[src/rtl/core/concat_volume_request_splitter_assert.svh]
// Assertion macros for the concatenated-volume request splitter.
// Included by the RTL files that carry concurrent checks; no other dependency.
`ifndef CONCAT_VOLUME_REQUEST_SPLITTER_ASSERT_SVH
`define CONCAT_VOLUME_REQUEST_SPLITTER_ASSERT_SVH

`ifndef SYNTHESIS

// Same-cycle implication: ante |-> cons.
`define CVRS_ASSERT_IMP(lbl, clk, rstn, ante, cons) \
    lbl: assert property (@(posedge clk) disable iff (!(rstn)) (ante) |-> (cons)) \
        else $error("cvrs check failed");

// Next-cycle implication: ante |=> cons.
`define CVRS_ASSERT_NEXT(lbl, clk, rstn, ante, cons) \
    lbl: assert property (@(posedge clk) disable iff (!(rstn)) (ante) |=> (cons)) \
        else $error("cvrs check failed");

`else

`define CVRS_ASSERT_IMP(lbl, clk, rstn, ante, cons)
`define CVRS_ASSERT_NEXT(lbl, clk, rstn, ante, cons)

`endif

`endif

[src/rtl/core/cvrs_pkg.sv]
// Shared types and constants of the concatenated-volume request splitter.
// No dependencies; imported by every module of the block.
`default_nettype none

package cvrs_pkg;

    localparam int NUM_DEVICES = 4;
    localparam int NUM_REGS    = 4;
    // Devices that can ever be touched: those that have a size register.
    localparam int NUM_WALK    = (NUM_DEVICES < NUM_REGS) ? NUM_DEVICES : NUM_REGS;
    localparam int WALK_W      = (NUM_WALK > 1) ? $clog2(NUM_WALK) : 1;

    localparam int ADDR_W      = $clog2(NUM_REGS) + 2;
    localparam int REG_IDX_W   = ADDR_W - 2;
    localparam int DATA_W      = 32;

    localparam int OP_W        = 2;
    localparam int DEV_W       = 2;
    localparam int BLK_W       = 32;
    localparam int BUF_W       = 33;
    localparam int TOTAL_W     = 34;

    localparam logic [OP_W-1:0] OP_TRIM = 2'd2;

    typedef enum logic [1:0] {
        STAT_OK    = 2'd0,
        STAT_RANGE = 2'd1,
        STAT_ARGS  = 2'd2,
        STAT_NONE  = 2'd3
    } cvrs_status_t;

    typedef logic [NUM_WALK-1:0][BLK_W-1:0] cvrs_sizes_t;

    // Controller to datapath.
    typedef struct packed {
        logic         load;
        logic         emit;
        logic         advance;
        cvrs_status_t sel;
    } cvrs_cmd_t;

    // Datapath to controller.
    typedef struct packed {
        logic range_err;
        logic hit;
        logic args_err;
        logic piece_last;
        logic dev_last;
        logic out_free;
    } cvrs_sts_t;

endpackage

`default_nettype wire

[src/rtl/core/cvrs_regs.sv]
// APB register file with the device sizes and a running total of them.
// Depends on cvrs_pkg.
`default_nettype none

module cvrs_regs (
    input  wire logic                          aclk,
    input  wire logic                          aresetn,
    input  wire logic                          psel,
    input  wire logic                          penable,
    input  wire logic                          pwrite,
    input  wire logic [cvrs_pkg::ADDR_W-1:0]   paddr,
    input  wire logic [cvrs_pkg::DATA_W-1:0]   pwdata,
    output logic      [cvrs_pkg::DATA_W-1:0]   prdata,
    output logic                               pready,
    output cvrs_pkg::cvrs_sizes_t              dev_size,
    output logic      [cvrs_pkg::TOTAL_W-1:0]  total
);
    import cvrs_pkg::*;

    cvrs_sizes_t          size_reg;
    cvrs_sizes_t          size_next;
    logic [TOTAL_W-1:0]   total_reg;
    logic [TOTAL_W-1:0]   total_next;
    logic [REG_IDX_W-1:0] reg_idx;
    logic [BLK_W-1:0]     old_size;
    logic                 idx_hit;
    logic                 wr_en;

    assign reg_idx = paddr[ADDR_W-1:2];
    assign wr_en   = psel & penable & pwrite;
    assign pready  = 1'b1;

    always_comb begin
        size_next = size_reg;
        old_size  = '0;
        idx_hit   = 1'b0;
        prdata    = '0;
        for (int i = 0; i < NUM_WALK; i++) begin
            if (reg_idx == REG_IDX_W'(i)) begin
                old_size = size_reg[i];
                idx_hit  = 1'b1;
                prdata   = size_reg[i];
                if (wr_en) begin
                    size_next[i] = pwdata;
                end
            end
        end
        // Swap the old size for the new one in the total.
        total_next = total_reg;
        if (wr_en && idx_hit) begin
            total_next = total_reg + {2'b00, pwdata} - {2'b00, old_size};
        end
    end

    always_ff @(posedge aclk) begin
        if (!aresetn) begin
            size_reg  <= '0;
            total_reg <= '0;
        end else begin
            size_reg  <= size_next;
            total_reg <= total_next;
        end
    end

    assign dev_size = size_reg;
    assign total    = total_reg;

endmodule

`default_nettype wire

[src/rtl/core/cvrs_dp.sv]
// Datapath: request registers, device walk arithmetic and result register.
// Depends on cvrs_pkg; driven by cvrs_ctrl.
`default_nettype none

module cvrs_dp (
    input  wire logic                         aclk,
    input  wire logic                         aresetn,
    input  cvrs_pkg::cvrs_cmd_t               cmd,
    output cvrs_pkg::cvrs_sts_t               sts,
    input  cvrs_pkg::cvrs_sizes_t             dev_size,
    input  wire logic [cvrs_pkg::TOTAL_W-1:0] total,
    input  wire logic [cvrs_pkg::OP_W-1:0]    s_op,
    input  wire logic                         s_handle_valid,
    input  wire logic [cvrs_pkg::BLK_W-1:0]   s_buf_offset,
    input  wire logic [cvrs_pkg::BLK_W-1:0]   s_vol_offset,
    input  wire logic [cvrs_pkg::BLK_W-1:0]   s_blocks,
    output logic                              m_valid,
    input  wire logic                         m_ready,
    output logic      [1:0]                   m_status,
    output logic      [cvrs_pkg::DEV_W-1:0]   m_device,
    output logic      [cvrs_pkg::OP_W-1:0]    m_kind,
    output logic      [cvrs_pkg::BUF_W-1:0]   m_sub_buf_offset,
    output logic      [cvrs_pkg::BLK_W-1:0]   m_local_offset,
    output logic      [cvrs_pkg::BLK_W-1:0]   m_sub_blocks,
    output logic                              m_last
);
    import cvrs_pkg::*;

    logic [OP_W-1:0]   op_reg;
    logic              handle_reg;
    logic [BUF_W-1:0]  buf_ptr_reg;
    logic [BLK_W-1:0]  offset_reg;
    logic [BLK_W-1:0]  residual_reg;
    logic [WALK_W-1:0] idx_reg;

    logic              out_valid_reg;
    logic [1:0]        out_status_reg;
    logic [DEV_W-1:0]  out_device_reg;
    logic [OP_W-1:0]   out_kind_reg;
    logic [BUF_W-1:0]  out_buf_reg;
    logic [BLK_W-1:0]  out_doff_reg;
    logic [BLK_W-1:0]  out_blocks_reg;
    logic              out_last_reg;

    logic [BLK_W-1:0]  size;
    logic [BLK_W-1:0]  room;
    logic [BLK_W-1:0]  piece;
    logic [BUF_W-1:0]  req_end;
    logic              is_ok;

    always_comb begin
        size = '0;
        for (int i = 0; i < NUM_WALK; i++) begin
            if (idx_reg == WALK_W'(i)) begin
                size = dev_size[i];
            end
        end
    end

    // Offset and residual still hold the request values during the check.
    assign req_end = {1'b0, offset_reg} + {1'b0, residual_reg};
    assign room    = size - offset_reg;

    always_comb begin
        sts.range_err  = {1'b0, req_end} > total;
        sts.hit        = offset_reg < size;
        sts.args_err   = !handle_reg && (op_reg != OP_TRIM);
        sts.piece_last = residual_reg <= room;
        sts.dev_last   = idx_reg == WALK_W'(NUM_WALK - 1);
        sts.out_free   = !out_valid_reg || m_ready;
    end

    assign piece = sts.piece_last ? residual_reg : room;
    assign is_ok = cmd.sel == STAT_OK;

    always_ff @(posedge aclk) begin
        if (cmd.load) begin
            op_reg       <= s_op;
            handle_reg   <= s_handle_valid;
            buf_ptr_reg  <= {1'b0, s_buf_offset};
            offset_reg   <= s_vol_offset;
            residual_reg <= s_blocks;
            idx_reg      <= '0;
        end else if (cmd.advance) begin
            idx_reg <= idx_reg + 1'b1;
            if (sts.hit) begin
                buf_ptr_reg  <= buf_ptr_reg + {1'b0, piece};
                residual_reg <= residual_reg - piece;
                offset_reg   <= '0;
            end else begin
                offset_reg <= offset_reg - size;
            end
        end
    end

    always_ff @(posedge aclk) begin
        if (!aresetn) begin
            out_valid_reg <= 1'b0;
        end else if (cmd.emit) begin
            out_valid_reg <= 1'b1;
        end else if (m_ready) begin
            out_valid_reg <= 1'b0;
        end
    end

    // Error and empty results carry only status and kind, with last set.
    always_ff @(posedge aclk) begin
        if (cmd.emit) begin
            out_status_reg <= cmd.sel;
            out_kind_reg   <= op_reg;
            out_device_reg <= is_ok ? DEV_W'(idx_reg) : '0;
            out_buf_reg    <= is_ok ? buf_ptr_reg : '0;
            out_doff_reg   <= is_ok ? offset_reg : '0;
            out_blocks_reg <= is_ok ? piece : '0;
            out_last_reg   <= is_ok ? sts.piece_last : 1'b1;
        end
    end

    assign m_valid          = out_valid_reg;
    assign m_status         = out_status_reg;
    assign m_device         = out_device_reg;
    assign m_kind           = out_kind_reg;
    assign m_sub_buf_offset = out_buf_reg;
    assign m_local_offset   = out_doff_reg;
    assign m_sub_blocks     = out_blocks_reg;
    assign m_last           = out_last_reg;

endmodule

`default_nettype wire

[src/rtl/core/cvrs_ctrl.sv]
// Controller state machine: accept, range check, then walk the devices.
// Depends on cvrs_pkg and the assertion macro header.
`default_nettype none

`include "concat_volume_request_splitter_assert.svh"

module cvrs_ctrl (
    input  wire logic           aclk,
    input  wire logic           aresetn,
    input  wire logic           s_valid,
    output logic                s_ready,
    input  cvrs_pkg::cvrs_sts_t sts,
    output cvrs_pkg::cvrs_cmd_t cmd
);
    import cvrs_pkg::*;

    typedef enum logic [2:0] {
        ST_IDLE  = 3'b001,
        ST_CHECK = 3'b010,
        ST_WALK  = 3'b100
    } cvrs_state_t;

    cvrs_state_t state_reg;
    cvrs_state_t state_next;

    assign s_ready = state_reg == ST_IDLE;

    always_comb begin
        state_next  = state_reg;
        cmd         = '0;
        cmd.sel     = STAT_OK;
        unique case (state_reg)
            ST_IDLE: begin
                if (s_valid) begin
                    cmd.load   = 1'b1;
                    state_next = ST_CHECK;
                end
            end
            ST_CHECK: begin
                if (!sts.range_err) begin
                    state_next = ST_WALK;
                end else if (sts.out_free) begin
                    cmd.emit   = 1'b1;
                    cmd.sel    = STAT_RANGE;
                    state_next = ST_IDLE;
                end
            end
            ST_WALK: begin
                if (sts.hit) begin
                    if (sts.out_free) begin
                        cmd.emit = 1'b1;
                        if (sts.args_err) begin
                            cmd.sel    = STAT_ARGS;
                            state_next = ST_IDLE;
                        end else begin
                            cmd.advance = 1'b1;
                            if (sts.piece_last) begin
                                state_next = ST_IDLE;
                            end
                        end
                    end
                end else if (!sts.dev_last) begin
                    cmd.advance = 1'b1;
                end else if (sts.out_free) begin
                    cmd.emit   = 1'b1;
                    cmd.sel    = STAT_NONE;
                    state_next = ST_IDLE;
                end
            end
            default: begin
                state_next = ST_IDLE;
            end
        endcase
    end

    always_ff @(posedge aclk) begin
        if (!aresetn) begin
            state_reg <= ST_IDLE;
        end else begin
            state_reg <= state_next;
        end
    end

    `CVRS_ASSERT_NEXT(a_accept_to_check, aclk, aresetn, s_valid && s_ready, state_reg == ST_CHECK)
    `CVRS_ASSERT_IMP(a_emit_needs_room, aclk, aresetn, cmd.emit, sts.out_free)
    `CVRS_ASSERT_IMP(a_advance_in_walk, aclk, aresetn, cmd.advance, state_reg == ST_WALK && !(sts.hit && sts.args_err))
    `CVRS_ASSERT_NEXT(a_none_ends_walk, aclk, aresetn, cmd.emit && cmd.sel == STAT_NONE, state_reg == ST_IDLE)

endmodule

`default_nettype wire

[src/rtl/core/concat_volume_request_splitter.sv]
// Top level of the concatenated-volume request splitter.
// Depends on cvrs_pkg, cvrs_regs, cvrs_dp and cvrs_ctrl.
//
//   channel | direction | handshake            | word
//   s_      | in        | s_valid / s_ready    | op, handle flag, buffer/volume offset, length
//   m_      | out       | m_valid / m_ready    | status, device, kind, offsets, length, last
//   apb     | in        | psel/penable/pready  | device block counts, 32 bits each
//
// A request is accepted, then range-checked against the running total of the device
// sizes, then walked device by device (up to four devices), the walk stopping at the
// device that holds the final piece.
// Each walk step does one subtract and compare on the current device size.
// A full result register sits on m_; the walk holds while it cannot be refilled.
// Reset (aresetn, synchronous, active low) clears the size registers to zero.
`default_nettype none

module concat_volume_request_splitter (
    input  wire logic                         aclk,
    input  wire logic                         aresetn,
    // request words
    input  wire logic                         s_valid,
    output logic                              s_ready,
    input  wire logic [cvrs_pkg::OP_W-1:0]    s_op,
    input  wire logic                         s_handle_valid,
    input  wire logic [cvrs_pkg::BLK_W-1:0]   s_buf_offset,
    input  wire logic [cvrs_pkg::BLK_W-1:0]   s_vol_offset,
    input  wire logic [cvrs_pkg::BLK_W-1:0]   s_blocks,
    // sub-request words
    output logic                              m_valid,
    input  wire logic                         m_ready,
    output logic      [1:0]                   m_status,
    output logic      [cvrs_pkg::DEV_W-1:0]   m_device,
    output logic      [cvrs_pkg::OP_W-1:0]    m_kind,
    output logic      [cvrs_pkg::BUF_W-1:0]   m_sub_buf_offset,
    output logic      [cvrs_pkg::BLK_W-1:0]   m_local_offset,
    output logic      [cvrs_pkg::BLK_W-1:0]   m_sub_blocks,
    output logic                              m_last,
    // configuration
    input  wire logic                         psel,
    input  wire logic                         penable,
    input  wire logic                         pwrite,
    input  wire logic [cvrs_pkg::ADDR_W-1:0]  paddr,
    input  wire logic [cvrs_pkg::DATA_W-1:0]  pwdata,
    output logic      [cvrs_pkg::DATA_W-1:0]  prdata,
    output logic                              pready
);
    import cvrs_pkg::*;

    cvrs_sizes_t        dev_size;
    logic [TOTAL_W-1:0] total;
    cvrs_cmd_t          cmd;
    cvrs_sts_t          sts;

    // Size registers; the total follows every write in the same cycle.
    cvrs_regs u_regs (
        .aclk     (aclk),
        .aresetn  (aresetn),
        .psel     (psel),
        .penable  (penable),
        .pwrite   (pwrite),
        .paddr    (paddr),
        .pwdata   (pwdata),
        .prdata   (prdata),
        .pready   (pready),
        .dev_size (dev_size),
        .total    (total)
    );

    // Sequence: accept, check range, then walk devices in order.
    cvrs_ctrl u_ctrl (
        .aclk    (aclk),
        .aresetn (aresetn),
        .s_valid (s_valid),
        .s_ready (s_ready),
        .sts     (sts),
        .cmd     (cmd)
    );

    // Hold the request, split it at device boundaries, register each word out.
    cvrs_dp u_dp (
        .aclk             (aclk),
        .aresetn          (aresetn),
        .cmd              (cmd),
        .sts              (sts),
        .dev_size         (dev_size),
        .total            (total),
        .s_op             (s_op),
        .s_handle_valid   (s_handle_valid),
        .s_buf_offset     (s_buf_offset),
        .s_vol_offset     (s_vol_offset),
        .s_blocks         (s_blocks),
        .m_valid          (m_valid),
        .m_ready          (m_ready),
        .m_status         (m_status),
        .m_device         (m_device),
        .m_kind           (m_kind),
        .m_sub_buf_offset (m_sub_buf_offset),
        .m_local_offset   (m_local_offset),
        .m_sub_blocks     (m_sub_blocks),
        .m_last           (m_last)
    );

endmodule

`default_nettype wire
[config.mk]
export PLATFORM = sky130hd
export DESIGN_NAME = concat_volume_request_splitter
export DESIGN_NICKNAME = d
export VERILOG_FILES = /design/src/rtl/core/cvrs_pkg.sv /design/src/rtl/core/cvrs_regs.sv /design/src/rtl/core/cvrs_dp.sv /design/src/rtl/core/cvrs_ctrl.sv /design/src/rtl/core/concat_volume_request_splitter.sv
export VERILOG_INCLUDE_DIRS = /design/src /design/src/rtl/core
export SDC_FILE = /design/constraint.sdc
export NUM_CORES = 1
export LEC_CHECK = 0
export ABC_AREA = 0
export BUFFER_PORTS_ARGS = -buffer_cell sky130_fd_sc_hd__buf_2
export CAP_MARGIN = 40
export CELL_PAD_IN_SITES_DETAIL_PLACEMENT = 1
export CELL_PAD_IN_SITES_GLOBAL_PLACEMENT = 2
export CORE_MARGIN = 8
export CORE_UTILIZATION = 40
export CTS_CLUSTER_DIAMETER = 150
export DETAILED_ROUTE_END_ITERATION = 7
export PLACE_DENSITY_LB_ADDON = 0.1
export SYNTH_ARGS = -nofsm -noshare
export SYNTH_HDL_FRONTEND = slang
export SYNTH_HIERARCHICAL = 1
export SYNTH_SLANG_ARGS = --single-unit
[constraint.sdc]
create_clock -name aclk -period 30.9 [get_ports aclk]
set_input_delay 1.545 -clock aclk [delete_from_list [all_inputs] [get_ports aclk]]
set_output_delay 1.545 -clock aclk [all_outputs]
set_load 0.03 [all_outputs]
==> results.md <==
* Synth Area per Inst at 8.28 um2
* Most used cell, CP: a21oi_1
* Post-Syn Area at 29900 um2
* Clock skew at roughly 22 ps
* Post-DP HPWL at 82100 um
* CTS Buf Count at 49
* Total GRT Usage at 25.1%
* CP max FO at 64
* Drt pass-1 iters at 5
* Internal power at 2.10 mW
* #FFs+latches synth at 372
* Routability cong. at 0.916
* Largest net degree at the start of global routing at 99
* Max Cap Viol at 0
* Reg2reg setup slack at 17460 ps
* CTS H-tree depth at 2
* Critical path class: reg -> reg
* Ys flop type: edfxtp_1
* Sequential area share after synthesis at between 30% and 40%
* Vias per cell at 5.61
* CP peak stage delay at 850 ps
* Total Power at 4.06 mW
* Clock transition at path regs at approximately 60 ps
* Syn nets at 4032
* Asr flop ratio synth at 0%
* Starting Density at 40.3%
* TritonCTS Sinks at 372
* RSZ-0062 raised after global routing: false
* Tcrit/Tclk final at 43.5%
* Total Wirelength at 107000 um
* CP Launch Type: register
* I/O pin cnt at 281
* Initial DRC Count at 1317
* Final-report hold violation count at 0
* Worst hold stages at 0
* Drt wl/cell at 22.4 um
* Die area at 83700 um2
* TritonCTS clock tree: built
* Synth unique cells at around 110
* Fin. max-slew vios at 0
* Synth top area share at 20.4%
* PwrDens at 120 nW/um2
* Die width at 289 um
* Slew headroom at a little over a third
* Port bufs at 277
* Critical Path RT at 31220 ps
* DR vias at 26900
* Arrival time worst endpoint at 13760 ps
* Clk_lat worst skew at slightly above 600 ps
* Initial antenna violation count at 2
* Sw frac at approximately half
* Worst R2R Path Depth at 53
* Final setup violation count at 0
* Root Buffer Master: clkbuf_16
* Nets at 4207
* Reg2Reg Capture Point: u_dp/residual_reg[31]
* Tightest Pin Transition at 963 ps
* Hold_buf cts at 0
* CTS max path bufs at 3
* Post-cts resize count at 0
* Sequential share of power at 20.2%
* Setup TNS at 0 ps
* Area of the core at 74200 um2
* Max reg flops at between 100 and 150
* Area leader, netlist: edfxtp_1
* Status: finished clean
* Warnings, synthesis at 6
* Maximum VDD drop at 0.0850 mV
* Share of post-route cells with drive strength above 1 at 13.0%
* Worst Path Buf+Inv at 4
* Synth area leaders: edfxtp_1 20%, dfxtp_1 11%, ha_1 10%, nand2_1 7.0%, a21oi_1 4.6%
* CP Capture Type: register
* Switch Pwr at 1.95 mW
* Die height at 289 um
* Clk network pwr share at 14.5%
* Number of flops mapped to enable cells by yosys at 203
* Reg2reg start: u_dp/idx_reg[1]
* Hold WC Path Type: reg -> reg
* Vias in the first global route at 28600
* Comb power frac at approximately two thirds
* Worst hold start: u_dp/op_reg[1]
* Fill cells at 8926
* Syn Inst Count at 3609
* Slowest CP cell: nor4_2
* GRT overflow at 0
* # DRC at 0
* Peak Freq at 74.4 MHz
* Area growth, synth to finish at 13.0%
* DRT antenna net count at 0
* Leak at 14.1 nW
* Rows at 100
* Family with the most delay on the worst path: compound AO/OA/AOI/OAI gates
* Global-route wire length before repair at 165000 um
* Post-CTS Setup Repair Bufs at 0
* Min cycle time layout at 13440 ps
* Hold Path End: u_dp/m_kind[1]
-- power by group through the flow --
stage	sequential (mW)	clock (mW)	combinational, mW
5_1_grt	0.832	0.621	2.94
3_5_place_dp	0.828	0	2.63
3_3_place_gp	0.825	0	2.55
2_1_floorplan	0.808	0	1.93
4_1_cts	0.818	0.607	2.66
6_report	0.820	0.590	2.65
-- worst register-to-register path, delay by kind of cell (launching register included) --
| family | cells | cell delay, ps |
|---|---|---|
| XOR/XNOR | 2 | 400 |
| adder cells (fa/ha/maj) | 5 | 1410 |
| AO/OA/AOI/OAI | 32 | 7530 |
| flip-flops | 1 | 340 |
| AND/OR/NAND/NOR | 10 | 2010 |
| buffers and inverters | 4 | 1490 |
-- cells by family after synthesis --
| group | synth area share [%] |
|---|---|
| AOI/OAI and AO/OA | 22.0 |
| DFF | 31.7 |
| other | 0.0126 |
| buffers and inverters | 6.59 |
| muxes | 2.94 |
| and+or+nand+nor | 18.6 |
| adders and majority gates | 13.1 |
| xor gates and xnor gates | 4.95 |
-- per-stage QoR --
stage                     setup WS (ps)  cells  hold WS (ps)  utilization [%]  cell area [um2]
final                             17460   4791           456             45.5            33700
after detailed placement          17360   4702           444             43.3            32100
after global placement            17540   4691           431             43.0            31900
after global routing              16440   4790           469             45.5            33700
after CTS                         17240   4790           449             45.5            33700
after floorplan                   19840   3609           426                -            29900
-- area by class of cell --
| type | count | area (um2) | share of cell area (%) |
|---|---|---|---|
| multi-input cells | 2736 | 18500 | 54.8 |
| clock inverters | 27 | 253 | 0.749 |
| diodes | 1 | 2.50 | 0.00741 |
| inverters | 317 | 1190 | 3.53 |
| clock buffers | 61 | 1380 | 4.07 |
| repair buffers | 308 | 1740 | 5.16 |
| flip-flops and latches | 372 | 9480 | 28.1 |
| well taps | 969 | 1210 | 3.59 |
-- metal layers --
| layer | part of all wire, % | GRT usage (%) |
|---|---|---|
| met4 | 2.9 | 7.24 |
| met3 | 3.9 | 2.77 |
| met5 | 0 | 0 |
| met1 | 46 | 33.3 |
| met2 | 48 | 42.7 |
-- cells in the mapped netlist, types with 18 or more instances --
cell	instances
nor3_1	35
and3_1	21
nor2b_1	31
a21boi_0	143
o21bai_1	33
and2_1	89
o21ai_0	144
a21oi_1	275
clkbuf_1	151
nor2_1	288
xor2_1	56
xnor2_1	105
inv_1	314
o21ai_1	54
a21o_1	121
dfxtp_1	169
o21a_1	22
fa_1	37
a211oi_1	27
buf_1	18
mux4_2	32
nand3_1	49
nand4_1	28
o211ai_1	23
ha_1	244
or3_1	18
nand2b_1	28
a31oi_1	27
nand2_1	555
o31ai_1	34
edfxtp_1	203
-- layout by cell type (no fill, tap or decap), types with 31 or more instances in the layout --
cell / synthesis / layout
a21boi_0: 143 / 143
a21o_1: 121 / 121
a21oi_1: 275 / 274
and2_1: 89 / 86
buf_2: 8 / 276
clkbuf_16: 0 / 52
dfxtp_1: 169 / 169
edfxtp_1: 203 / 203
fa_1: 37 / 37
ha_1: 244 / 240
inv_1: 314 / 314
mux4_2: 32 / 32
nand2_1: 555 / 552
nand3_1: 49 / 47
nor2_1: 288 / 287
nor2b_1: 31 / 31
nor3_1: 35 / 34
o21ai_0: 144 / 144
o21ai_1: 54 / 54
o21bai_1: 33 / 33
o31ai_1: 34 / 34
xnor2_1: 105 / 105
xor2_1: 56 / 56
-- worst max-delay path by stage --
| stage | from | depth (start not counted) | end | slack [ps] |
|---|---|---|---|---|
| 2_1_floorplan | u_dp/idx_reg[1] | 55 | u_dp/residual_reg[31] | 19840 |
| 3_3_place_gp | u_dp/idx_reg[1] | 48 | u_dp/residual_reg[31] | 17540 |
| 3_5_place_dp | u_dp/idx_reg[1] | 48 | u_dp/residual_reg[31] | 17360 |
| 4_1_cts | u_dp/idx_reg[1] | 48 | u_dp/residual_reg[31] | 17240 |
| 5_1_grt | u_dp/idx_reg[1] | 50 | u_dp/residual_reg[31] | 16440 |
| 6_report | u_dp/idx_reg[1] | 53 | u_dp/residual_reg[31] | 17460 |
Note: power is estimated with default switching activity, not from simulation.
